==> src/sv/iss_pkg.sv <==
// ----------------------------------------------------------------------------
// iss_pkg
// Shared types, widths and codes for the indexed sequence store.
// ----------------------------------------------------------------------------
package iss_pkg;

    localparam int DEPTH  = 64;
    localparam int AW     = $clog2(DEPTH);
    localparam int CW     = $clog2(DEPTH + 1);
    localparam int KIND_W = 3;
    localparam int IDX_W  = 8;
    localparam int VAL_W  = 64;
    localparam int ST_W   = 2;

    typedef logic [KIND_W-1:0] t_kind;
    typedef logic [IDX_W-1:0]  t_index;
    typedef logic [VAL_W-1:0]  t_value;
    typedef logic [ST_W-1:0]   t_status;
    typedef logic [CW-1:0]     t_count;
    typedef logic [AW-1:0]     t_addr;

    localparam t_kind K_APPEND = 3'd0;
    localparam t_kind K_REMOVE = 3'd1;
    localparam t_kind K_READ   = 3'd2;
    localparam t_kind K_NEXT   = 3'd3;
    localparam t_kind K_PREV   = 3'd4;

    localparam t_status ST_OK    = 2'd0;
    localparam t_status ST_FULL  = 2'd1;
    localparam t_status ST_RANGE = 2'd2;
    localparam t_status ST_EMPTY = 2'd3;

    typedef struct packed {
        t_value  read_value;
        t_status status;
        t_count  length;
        t_addr   cursor;
    } t_result;

endpackage

==> src/sv/iss_in_if.sv <==
// ----------------------------------------------------------------------------
// iss_in_if
// Command channel: operation kind, index and append value.
// ----------------------------------------------------------------------------
interface iss_in_if;
    logic            valid;
    logic            ready;
    iss_pkg::t_kind  kind;
    iss_pkg::t_index index;
    iss_pkg::t_value value;

    modport source (output valid, output kind, output index, output value, input ready);
    modport sink   (input valid, input kind, input index, input value, output ready);
endinterface

==> src/sv/iss_out_if.sv <==
// ----------------------------------------------------------------------------
// iss_out_if
// Result channel: read value, status, length and cursor.
// ----------------------------------------------------------------------------
interface iss_out_if;
    logic             valid;
    logic             ready;
    iss_pkg::t_value  read_value;
    iss_pkg::t_status status;
    iss_pkg::t_count  length;
    iss_pkg::t_addr   cursor;

    modport source (output valid, output read_value, output status, output length,
                    output cursor, input ready);
    modport sink   (input valid, input read_value, input status, input length,
                    input cursor, output ready);
endinterface

==> src/sv/iss_ram.sv <==
// ----------------------------------------------------------------------------
// iss_ram
// Entry memory: one write port, one read port, registered read data.
// ----------------------------------------------------------------------------
module iss_ram (
    input  logic            i_clk,
    input  logic            i_we,
    input  iss_pkg::t_addr  i_waddr,
    input  iss_pkg::t_value i_wdata,
    input  iss_pkg::t_addr  i_raddr,
    output iss_pkg::t_value o_rdata
);

    iss_pkg::t_value r_mem [iss_pkg::DEPTH];
    iss_pkg::t_value r_rdata;

    always_ff @(posedge i_clk) begin
        if (i_we) begin
            r_mem[i_waddr] <= i_wdata;
        end
        r_rdata <= r_mem[i_raddr];
    end

    assign o_rdata = r_rdata;

endmodule

==> src/sv/iss_ctrl.sv <==
// ----------------------------------------------------------------------------
// iss_ctrl
// Operation sequencer: holds length and cursor, drives the entry memory and
// walks the tail down one entry per cycle on a remove.
// ----------------------------------------------------------------------------
module iss_ctrl (
    input  logic             i_clk,
    input  logic             i_rst_n,
    iss_in_if.sink           i_in,
    input  logic             i_slot_free,
    output logic             o_push,
    output iss_pkg::t_result o_res
);

    localparam logic [2:0] S_IDLE  = 3'd0;
    localparam logic [2:0] S_EXEC  = 3'd1;
    localparam logic [2:0] S_SHIFT = 3'd2;
    localparam logic [2:0] S_READ  = 3'd3;
    localparam logic [2:0] S_DONE  = 3'd4;

    logic [2:0]       r_state, n_state;
    iss_pkg::t_count  r_count, n_count;
    iss_pkg::t_addr   r_cursor, n_cursor;
    iss_pkg::t_addr   r_ptr, n_ptr;
    iss_pkg::t_value  r_value, n_value;
    iss_pkg::t_status r_status, n_status;
    iss_pkg::t_kind   r_kind;
    iss_pkg::t_index  r_idx;
    iss_pkg::t_value  r_in_value;

    logic             w_accept;
    logic             w_we;
    iss_pkg::t_addr   w_waddr;
    iss_pkg::t_value  w_wdata;
    iss_pkg::t_addr   w_raddr;
    iss_pkg::t_value  w_rdata;

    logic             w_empty;
    logic             w_idx_ge;
    logic             w_stale;
    iss_pkg::t_addr   w_cur_eff;
    iss_pkg::t_count  w_cur_p1;
    iss_pkg::t_count  w_count_m1;
    iss_pkg::t_count  w_idx_p1;
    iss_pkg::t_count  w_ptr_p1;
    iss_pkg::t_addr   w_target;

    iss_ram u_ram (
        .i_clk   (i_clk),
        .i_we    (w_we),
        .i_waddr (w_waddr),
        .i_wdata (w_wdata),
        .i_raddr (w_raddr),
        .o_rdata (w_rdata)
    );

    assign i_in.ready = (r_state == S_IDLE);
    assign w_accept   = i_in.valid && i_in.ready;

    assign w_empty    = (r_count == '0);
    assign w_idx_ge   = ({1'b0, r_idx} >= {{(iss_pkg::IDX_W + 1 - iss_pkg::CW){1'b0}}, r_count});
    assign w_stale    = ({1'b0, r_cursor} >= r_count);
    assign w_cur_eff  = w_stale ? '0 : r_cursor;
    assign w_cur_p1   = {1'b0, w_cur_eff} + iss_pkg::t_count'(1);
    assign w_count_m1 = r_count - iss_pkg::t_count'(1);
    assign w_idx_p1   = {1'b0, r_idx[iss_pkg::AW-1:0]} + iss_pkg::t_count'(1);
    assign w_ptr_p1   = {1'b0, r_ptr} + iss_pkg::t_count'(1);

    always_comb begin
        if (r_kind == iss_pkg::K_NEXT) begin
            w_target = (w_cur_p1 >= r_count) ? '0 : w_cur_p1[iss_pkg::AW-1:0];
        end else begin
            w_target = (w_cur_eff == '0) ? w_count_m1[iss_pkg::AW-1:0]
                                         : w_cur_eff - iss_pkg::t_addr'(1);
        end
    end

    always_comb begin
        n_state  = r_state;
        n_count  = r_count;
        n_cursor = r_cursor;
        n_ptr    = r_ptr;
        n_value  = r_value;
        n_status = r_status;
        w_we     = 1'b0;
        w_waddr  = r_count[iss_pkg::AW-1:0];
        w_wdata  = r_in_value;
        w_raddr  = r_ptr;
        o_push   = 1'b0;
        case (r_state)
            S_IDLE: begin
                if (w_accept) begin
                    n_state = S_EXEC;
                end
            end
            S_EXEC: begin
                n_value  = '0;
                n_status = iss_pkg::ST_OK;
                n_state  = S_DONE;
                case (r_kind)
                    iss_pkg::K_APPEND: begin
                        if (r_count >= iss_pkg::t_count'(iss_pkg::DEPTH)) begin
                            n_status = iss_pkg::ST_FULL;
                        end else begin
                            w_we    = 1'b1;
                            n_count = r_count + iss_pkg::t_count'(1);
                        end
                    end
                    iss_pkg::K_REMOVE: begin
                        if (w_empty) begin
                            n_status = iss_pkg::ST_EMPTY;
                        end else if (w_idx_ge) begin
                            n_status = iss_pkg::ST_RANGE;
                        end else begin
                            n_cursor = '0;
                            if (w_idx_p1 < r_count) begin
                                // start the tail walk: fetch the entry after the gap
                                w_raddr = w_idx_p1[iss_pkg::AW-1:0];
                                n_ptr   = w_idx_p1[iss_pkg::AW-1:0];
                                n_state = S_SHIFT;
                            end else begin
                                n_count = w_count_m1;
                            end
                        end
                    end
                    iss_pkg::K_READ: begin
                        if (w_stale) begin
                            n_cursor = '0;
                        end
                        if (w_empty) begin
                            n_status = iss_pkg::ST_EMPTY;
                        end else if (w_idx_ge) begin
                            n_status = iss_pkg::ST_RANGE;
                        end else begin
                            n_cursor = r_idx[iss_pkg::AW-1:0];
                            w_raddr  = r_idx[iss_pkg::AW-1:0];
                            n_state  = S_READ;
                        end
                    end
                    iss_pkg::K_NEXT, iss_pkg::K_PREV: begin
                        if (w_empty) begin
                            n_status = iss_pkg::ST_EMPTY;
                        end else begin
                            n_cursor = w_target;
                            w_raddr  = w_target;
                            n_state  = S_READ;
                        end
                    end
                    default: begin
                    end
                endcase
            end
            S_SHIFT: begin
                // move the fetched entry down one place, fetch the next
                w_we    = 1'b1;
                w_waddr = r_ptr - iss_pkg::t_addr'(1);
                w_wdata = w_rdata;
                if (w_ptr_p1 < r_count) begin
                    w_raddr = w_ptr_p1[iss_pkg::AW-1:0];
                    n_ptr   = w_ptr_p1[iss_pkg::AW-1:0];
                end else begin
                    n_count = w_count_m1;
                    n_state = S_DONE;
                end
            end
            S_READ: begin
                n_value = w_rdata;
                n_state = S_DONE;
            end
            S_DONE: begin
                if (i_slot_free) begin
                    o_push  = 1'b1;
                    n_state = S_IDLE;
                end
            end
            default: begin
                n_state = S_IDLE;
            end
        endcase
    end

    always_ff @(posedge i_clk) begin
        if (!i_rst_n) begin
            r_state  <= S_IDLE;
            r_count  <= '0;
            r_cursor <= '0;
        end else begin
            r_state  <= n_state;
            r_count  <= n_count;
            r_cursor <= n_cursor;
        end
    end

    always_ff @(posedge i_clk) begin
        r_ptr    <= n_ptr;
        r_value  <= n_value;
        r_status <= n_status;
        if (w_accept) begin
            r_kind     <= i_in.kind;
            r_idx      <= i_in.index;
            r_in_value <= i_in.value;
        end
    end

    assign o_res.read_value = r_value;
    assign o_res.status     = r_status;
    assign o_res.length     = r_count;
    assign o_res.cursor     = r_cursor;

    a_count_bound: assert property (@(posedge i_clk) disable iff (!i_rst_n)
        r_count <= iss_pkg::t_count'(iss_pkg::DEPTH))
        else $error("entry count above depth");

    a_cursor_in_range: assert property (@(posedge i_clk) disable iff (!i_rst_n)
        (r_state == S_IDLE) |-> (({1'b0, r_cursor} < r_count) || (r_cursor == '0)))
        else $error("cursor outside the stored entries");

    a_shift_ptr: assert property (@(posedge i_clk) disable iff (!i_rst_n)
        (r_state == S_SHIFT) |-> (({1'b0, r_ptr} < r_count) && (r_ptr != '0)))
        else $error("tail walk pointer out of range");

    a_accept_exec: assert property (@(posedge i_clk) disable iff (!i_rst_n)
        w_accept |=> (r_state == S_EXEC))
        else $error("accepted word not executed");

endmodule

==> src/sv/indexed_sequence_store_with_cursor_core.sv <==
// ----------------------------------------------------------------------------
// indexed_sequence_store_with_cursor_core
// Ordered store of up to 64 entries of 64 bits with a cached cursor.
// ----------------------------------------------------------------------------
// Usage:
//   i_in carries one command word (kind, index, value): append, remove at
//   index, read at index, rotate next, rotate prev. Every command gives
//   exactly one word on o_out with read_value, status, length and cursor.
//   The block takes one command at a time. Append and the unused kinds go
//   from execute to the result register, read and rotate go via a memory
//   read state, and remove of any entry but the last walks the tail down
//   one entry per cycle through the single write port of the entry memory.
//   The next command is taken in the cycle after the result is registered.
//   The result sits in an output register; a new command is accepted while
//   it waits. If the receiver stalls, a finished result holds inside the
//   sequencer until the output register frees, and no further command is
//   taken. Reset (synchronous, active low) empties the store and sets the
//   cursor to 0; memory contents are not cleared since only entries below
//   the length are ever read.
// ----------------------------------------------------------------------------
module indexed_sequence_store_with_cursor_core (
    input  logic i_clk,
    input  logic i_rst_n,
    iss_in_if.sink    i_in,
    iss_out_if.source o_out
);

    logic             r_out_valid;
    iss_pkg::t_result r_out;
    iss_pkg::t_result w_res;
    logic             w_push;
    logic             w_slot_free;

    assign w_slot_free = !r_out_valid || o_out.ready;

    iss_ctrl u_ctrl (
        .i_clk       (i_clk),
        .i_rst_n     (i_rst_n),
        .i_in        (i_in),
        .i_slot_free (w_slot_free),
        .o_push      (w_push),
        .o_res       (w_res)
    );

    always_ff @(posedge i_clk) begin
        if (!i_rst_n) begin
            r_out_valid <= 1'b0;
        end else if (w_push) begin
            r_out_valid <= 1'b1;
        end else if (o_out.ready) begin
            r_out_valid <= 1'b0;
        end
    end

    always_ff @(posedge i_clk) begin
        if (w_push) begin
            r_out <= w_res;
        end
    end

    assign o_out.valid      = r_out_valid;
    assign o_out.read_value = r_out.read_value;
    assign o_out.status     = r_out.status;
    assign o_out.length     = r_out.length;
    assign o_out.cursor     = r_out.cursor;

endmodule
==> src/flat_wrapper.sv <==
// flat-port wrapper written by rule: the top's interface ports become plain ports
module indexed_sequence_store_with_cursor_core_flat 
  (i_clk, i_rst_n, i_in_valid, i_in_kind, i_in_index, i_in_value, i_in_ready, o_out_valid, o_out_read_value, o_out_status, o_out_length, o_out_cursor, o_out_ready);
  iss_in_if i_in_i ();
  iss_out_if o_out_i ();
  input  logic i_clk;
  input  logic i_rst_n;
  input wire logic [$bits(i_in_i.valid)-1:0] i_in_valid;
  input wire logic [$bits(i_in_i.kind)-1:0] i_in_kind;
  input wire logic [$bits(i_in_i.index)-1:0] i_in_index;
  input wire logic [$bits(i_in_i.value)-1:0] i_in_value;
  output wire logic [$bits(i_in_i.ready)-1:0] i_in_ready;
  output wire logic [$bits(o_out_i.valid)-1:0] o_out_valid;
  output wire logic [$bits(o_out_i.read_value)-1:0] o_out_read_value;
  output wire logic [$bits(o_out_i.status)-1:0] o_out_status;
  output wire logic [$bits(o_out_i.length)-1:0] o_out_length;
  output wire logic [$bits(o_out_i.cursor)-1:0] o_out_cursor;
  input wire logic [$bits(o_out_i.ready)-1:0] o_out_ready;
  assign i_in_i.valid = i_in_valid;
  assign i_in_i.kind = i_in_kind;
  assign i_in_i.index = i_in_index;
  assign i_in_i.value = i_in_value;
  assign i_in_ready = i_in_i.ready;
  assign o_out_valid = o_out_i.valid;
  assign o_out_read_value = o_out_i.read_value;
  assign o_out_status = o_out_i.status;
  assign o_out_length = o_out_i.length;
  assign o_out_cursor = o_out_i.cursor;
  assign o_out_i.ready = o_out_ready;
  indexed_sequence_store_with_cursor_core u_core (.i_clk(i_clk), .i_rst_n(i_rst_n), .i_in(i_in_i), .o_out(o_out_i));
endmodule
==> config.mk <==
export PLATFORM = sky130hd
export DESIGN_NAME = indexed_sequence_store_with_cursor_core_flat
export DESIGN_NICKNAME = d
export VERILOG_FILES = /design/src/sv/iss_pkg.sv /design/src/sv/iss_in_if.sv /design/src/sv/iss_out_if.sv /design/src/sv/iss_ram.sv /design/src/sv/iss_ctrl.sv /design/src/sv/indexed_sequence_store_with_cursor_core.sv /design/src/flat_wrapper.sv
export SDC_FILE = /design/constraint.sdc
export NUM_CORES = 2
export LEC_CHECK = 0
export ABC_AREA = 1
export BUFFER_PORTS_ARGS = -buffer_cell sky130_fd_sc_hd__buf_2
export CORE_MARGIN = 2
export CORE_UTILIZATION = 40
export CTS_BUF_LIST = sky130_fd_sc_hd__clkbuf_8
export DETAILED_ROUTE_END_ITERATION = 10
export PLACE_DENSITY_LB_ADDON = 0.12
export SYNTH_ARGS = -nofsm -noshare
export SYNTH_HDL_FRONTEND = slang
export SYNTH_HIERARCHICAL = 1
export SYNTH_SLANG_ARGS = --single-unit
==> constraint.sdc <==
create_clock -name i_clk -period 22.8 [get_ports i_clk]
set_input_delay 4.56 -clock i_clk [delete_from_list [all_inputs] [get_ports i_clk]]
set_output_delay 4.56 -clock i_clk [all_outputs]
set_load 0.05 [all_outputs]
==> metrics.sh <==
FMAX_GHz=0.1058
MAX_SLEW_MARGIN_VS_LIMIT_PCT=12.30
CP_DATA_ARRIVAL_TIME_PS=10630
PIN_COUNT_OF_THE_BIGGEST_NET_ENTERING_GLOBAL_ROUTING=201
CTS_HOLD_BUFFERS=0
LAYOUT_WORST_PATH_CYCLE_SHARE_PCT=41.45
DIEAREA_UM2=447700
DRT_PASS1_ITERATIONS=6
SYNTH.YOSYS.SEQ_AREA_SHARE_PCT=74.26
CTS_TREE='yes'
VIA_PER_INST=5.516
PLACE.DETAILED.HPWL_UM=303500
TRITONCTS_BUFFERS=735
SETUP.REG_TO_REG.WORST_SLACK_PS=13350
TIMING.CRITICAL_PATH.SLOWEST_CELL_DELAY_PS=800
SYNTH.NET_COUNT=14610
CLK_LATENCY_PS=1320
INITIAL_UTILIZATION_PCT=40.11
PWR-SHARE-SEQ_PCT=43.3
POST_DRT_WL_PER_CELL_UM=28.37
CLKPWRFRAC_PCT=29.4
CPMAXSTAGEDELAYCELL='sky130_fd_sc_hd__buf_4'
GRT_SETUP_UNREPAIRED='false'
POST_CTS_RESIZED=0
CRIT_FANOUT=124
POWER_FRAC_COMB_PCT=27.3
NUMBER_OF_NETS_IN_THE_LAYOUT=14940
LAYOUT_MIN_CYCLE_TIME_PS=9451
GRT_FIRST_PASS_WIRELENGTH_UM=850400
WORSTSETUPENDPOINTTYPE='flop'
IO-PIN-COUNT=160
TOTAL_POWER_mW=21.96
DIE_HEIGHT_UM=669.1
CTS.CLK_SLEW.WORST_PATHS_PS=60
ANTENNA_FOUND_INITIAL=29
CLK_ROOT_BUFFER_CELL='sky130_fd_sc_hd__clkbuf_8'
POST_SYNTH_INST_COUNT=14490
WORST-SETUP-PATH-TYPE='flop to flop'
CRIT-REG2REG-LAUNCH='u_core/u_ctrl/r_count[2]'
DRIVE_GT1_SHARE_PCT=10.14
CORE_FOOTPRINT_UM2=441100
PORT-BUFFER-COUNT=159
WORST_PIN_SLEW_PS=1312
FINALSETUPVIOLCOUNT=0
CLOCK-SINKS=4403
YOSYS_REGISTER_BITS=4403
TIMING.REG2REG.WORST_PATH_DEPTH=37
SYN_AVG_CELL_AREA_UM2=12.21
CRITPATHCAPTURE='u_core/u_ctrl/u_ram/o_rdata[5]'
REPORT.FINAL.HOLD_VIOL_COUNT=0
SYN_AREA_UM2=177000
MOSTFREQUENTLAYOUTCELL='sky130_fd_sc_hd__nand2_1'
WORST_SETUP_PATH_START_KIND='flop'
TOTALWIRELENGTH_UM=604600
P_LEAK_nW=70.37
NUMBER_OF_ENABLE_TYPE_REGISTER_CELLS_IN_THE_SYNTHESIZED_NETLIST=4322
STD_CELL_ROWS=244
POWER.DENSITY_CELL_AREA_nW_PER_UM2=111.3
TOTAL_SWITCHING_POWER_mW=7.939
AREA_GROWTH_SYN_TO_LAYOUT_PCT=11.46
WORST_CLOCK_SKEW_PS=89.73
WORST_IR_DROP_VDD_mV=0.08671
DETAILEDROUTE.FIRSTITERATIONVIOLATIONS=13830
VIAS=117500
GLOBALROUTEOVERFLOWTOTAL=0
GP_ROUTABILITY_CONGESTION=0.8127
SWSHARE_PCT=36.15
ANTENNA_LEFT=0
CRIT-REG2REG-CAPTURE='u_core/u_ctrl/u_ram/o_rdata[5]'
GRT_PASS1_VIAS=111300
DETAIL_ROUTE.DRC_VIOLATIONS=0
RUN_STATUS='completed'
FLOORPLAN.DIE.WIDTH_UM=669.1
YS.FLOP_TYPE='sky130_fd_sc_hd__edfxtp_1'
INTERNAL_POWER_mW=14.02
COUNT_OF_YOSYS_WARNINGS_DURING_SYNTHESIS=6
CRITICAL_PATH_REQUIRED_PS=23970
GRT_UTIL_ALL_LAYERS_PCT=26.40
ASYNC_FLOP_SHARE_PCT=0
CRIT_START='u_core/u_ctrl/r_count[2]'
NUMBER_OF_H_TREE_LEVELS=6
SYNTH.DISTINCT_CELLS=53
FINAL_MAX_SLEW_VIOL_COUNT=0
CLOCK_TREE.BUFFER_DEPTH=4
MAX-CAP-VIOLATIONS=0
LAYOUT.CELLS.MOST_COMMON_LIST='4,611 x sky130_fd_sc_hd__nand2_1, 4,322 x sky130_fd_sc_hd__edfxtp_1, 3,896 x sky130_fd_sc_hd__nand3_1'
CRIT_PATH_FREQUENT_CELL='sky130_fd_sc_hd__nand2_1'
CTS_SETUP_BUFFERS=0
AGGREGATE_NEGATIVE_SETUP_SLACK_PS=0
HOLDCRITPATHCLASS='flop to flop'
-- registers in the layout, indices dropped and copies added, names as in the netlist, 7 cells and up --
signal / flops
u_core/u_ctrl/r_value: 64
u_core/u_ctrl/r_in_value: 64
u_core/u_ctrl/u_ram/o_rdata: 64
u_core/u_ctrl/r_idx: 8
u_core/u_ctrl/r_count: 7
u_core/u_ctrl/u_ram/r_mem: 4096
u_core/o_out.read_value: 64
u_core/o_out.length: 7
-- synth_stat cells, types with 2 or more instances --
| library cell | instances | share of area (%) |
|---|---|---|
| sky130_fd_sc_hd__nand2_1 | 4618 | 9.8 |
| sky130_fd_sc_hd__dfxtp_1 | 81 | 0.92 |
| sky130_fd_sc_hd__buf_4 | 108 | 0.46 |
| sky130_fd_sc_hd__xor2_1 | 15 | 0.074 |
| sky130_fd_sc_hd__a211oi_1 | 2 | 0.0085 |
| sky130_fd_sc_hd__nor2_2 | 3 | 0.011 |
| sky130_fd_sc_hd__a22oi_1 | 2 | 0.0085 |
| sky130_fd_sc_hd__a31oi_1 | 2 | 0.0071 |
| sky130_fd_sc_hd__clkinv_1 | 2 | 0.0042 |
| sky130_fd_sc_hd__nand2_2 | 4 | 0.014 |
| sky130_fd_sc_hd__inv_4 | 4 | 0.014 |
| sky130_fd_sc_hd__buf_2 | 485 | 1.4 |
| sky130_fd_sc_hd__nand3_1 | 3896 | 11 |
| sky130_fd_sc_hd__o22ai_1 | 2 | 0.0071 |
| sky130_fd_sc_hd__buf_1 | 63 | 0.13 |
| sky130_fd_sc_hd__o21a_1 | 2 | 0.0085 |
| sky130_fd_sc_hd__a21oi_2 | 2 | 0.0099 |
| sky130_fd_sc_hd__o21ai_0 | 111 | 0.31 |
| sky130_fd_sc_hd__edfxtp_1 | 4322 | 73 |
| sky130_fd_sc_hd__o31ai_1 | 2 | 0.0085 |
| sky130_fd_sc_hd__nor2_4 | 3 | 0.019 |
| sky130_fd_sc_hd__a21oi_1 | 42 | 0.12 |
| sky130_fd_sc_hd__nand4_1 | 11 | 0.039 |
| sky130_fd_sc_hd__ha_1 | 41 | 0.29 |
| sky130_fd_sc_hd__o21ai_1 | 7 | 0.020 |
| sky130_fd_sc_hd__inv_2 | 14 | 0.030 |
| sky130_fd_sc_hd__xnor2_1 | 3 | 0.015 |
| sky130_fd_sc_hd__nand2_4 | 2 | 0.013 |
| sky130_fd_sc_hd__nor2_1 | 163 | 0.35 |
| sky130_fd_sc_hd__a31o_2 | 2 | 0.0099 |
| sky130_fd_sc_hd__nor3_1 | 18 | 0.051 |
| sky130_fd_sc_hd__o211ai_1 | 4 | 0.017 |
| sky130_fd_sc_hd__clkbuf_1 | 155 | 0.33 |
| sky130_fd_sc_hd__o21bai_1 | 3 | 0.013 |
| sky130_fd_sc_hd__buf_6 | 108 | 0.69 |
| sky130_fd_sc_hd__inv_1 | 169 | 0.36 |
-- per-stage QoR --
stage | instances | util [%] | instance area [um2] | worst slack (ps) | hold slack [ps]
2_1_floorplan | 14490 | - | 177000 | 9765 | 400.3
3_3_place_gp | 19980 | 41.71 | 184000 | 13540 | 401.5
3_5_place_dp | 19980 | 41.71 | 184000 | 13580 | 405.2
4_1_cts | 21300 | 44.70 | 197200 | 13520 | 412.8
5_1_grt | 21300 | 44.71 | 197200 | 12740 | 419.8
6_report | 21310 | 44.71 | 197200 | 13350 | 414.4
-- cell type report --
type / count / area (um2)
fill: 40830 / 243900
inverter: 189 / 782.0
tap: 5904 / 7387
timing repair buffer: 511 / 3626
clock inverter: 548 / 2663
multi-input combinational: 8975 / 40810
antenna: 11 / 27.53
clock buffer: 766 / 10540
sequential: 4403 / 131400
-- per-layer routing --
metal / GRT usage [%] / vias up / wire [um]
met5: 0 / - / 28
met4: 7.261 / 6 / 16620
met3: 3.392 / 903 / 40360
met2: 42.16 / 4723 / 282200
met1: 38.04 / 59620 / 265400
li1: - / 52290 / -
-- worst max-delay path: cells and delay by family, from the launching register on --
kind | cells | cell delay (ps)
buf+inv | 10 | 4020
fa+ha+maj | 3 | 860
flops | 1 | 440
simple gates | 19 | 2660
compound gates | 5 | 930
-- cell families (layout without fill, tap and decap cells) --
family / Yosys count / count (layout) / synth area share (%)
AND/OR/NAND/NOR: 8726 / 8726 / 21.36
adder cells (fa/ha/maj): 41 / 41 / 0.2899
flip-flops: 4403 / 4403 / 74.26
XOR/XNOR: 18 / 18 / 0.08909
AO/OA/AOI/OAI: 190 / 190 / 0.5996
other: 0 / 11 / 0
buffers and inverters: 1110 / 2014 / 3.406
-- how the worst min path moves through the flow --
stage / end / startpoint / slack [ps] / depth (start not counted)
floorplan: u_core/o_out.read_value[0] / u_core/u_ctrl/r_value[0] / 400 / 0
global placement: u_core/o_out.read_value[5] / u_core/u_ctrl/r_value[5] / 400 / 0
detailed placement: u_core/o_out.read_value[35] / u_core/u_ctrl/r_value[35] / 410 / 0
CTS: u_core/o_out.read_value[11] / u_core/u_ctrl/r_value[11] / 410 / 0
global route: u_core/o_out.read_value[17] / u_core/u_ctrl/r_value[17] / 420 / 0
finish: u_core/o_out.read_value[23] / u_core/u_ctrl/r_value[23] / 410 / 0
-- power groups by stage --
stage / Sequential [mW] / Clock (mW) / Combinational [mW]
3_3_place_gp: 9.68 / 0 / 5.98
4_1_cts: 9.51 / 6.58 / 5.99
3_5_place_dp: 9.68 / 0 / 5.98
2_1_floorplan: 9.72 / 0 / 3.99
6_report: 9.50 / 6.45 / 6.00
5_1_grt: 9.51 / 6.92 / 6.55
(Power assumes the default switching activity.)
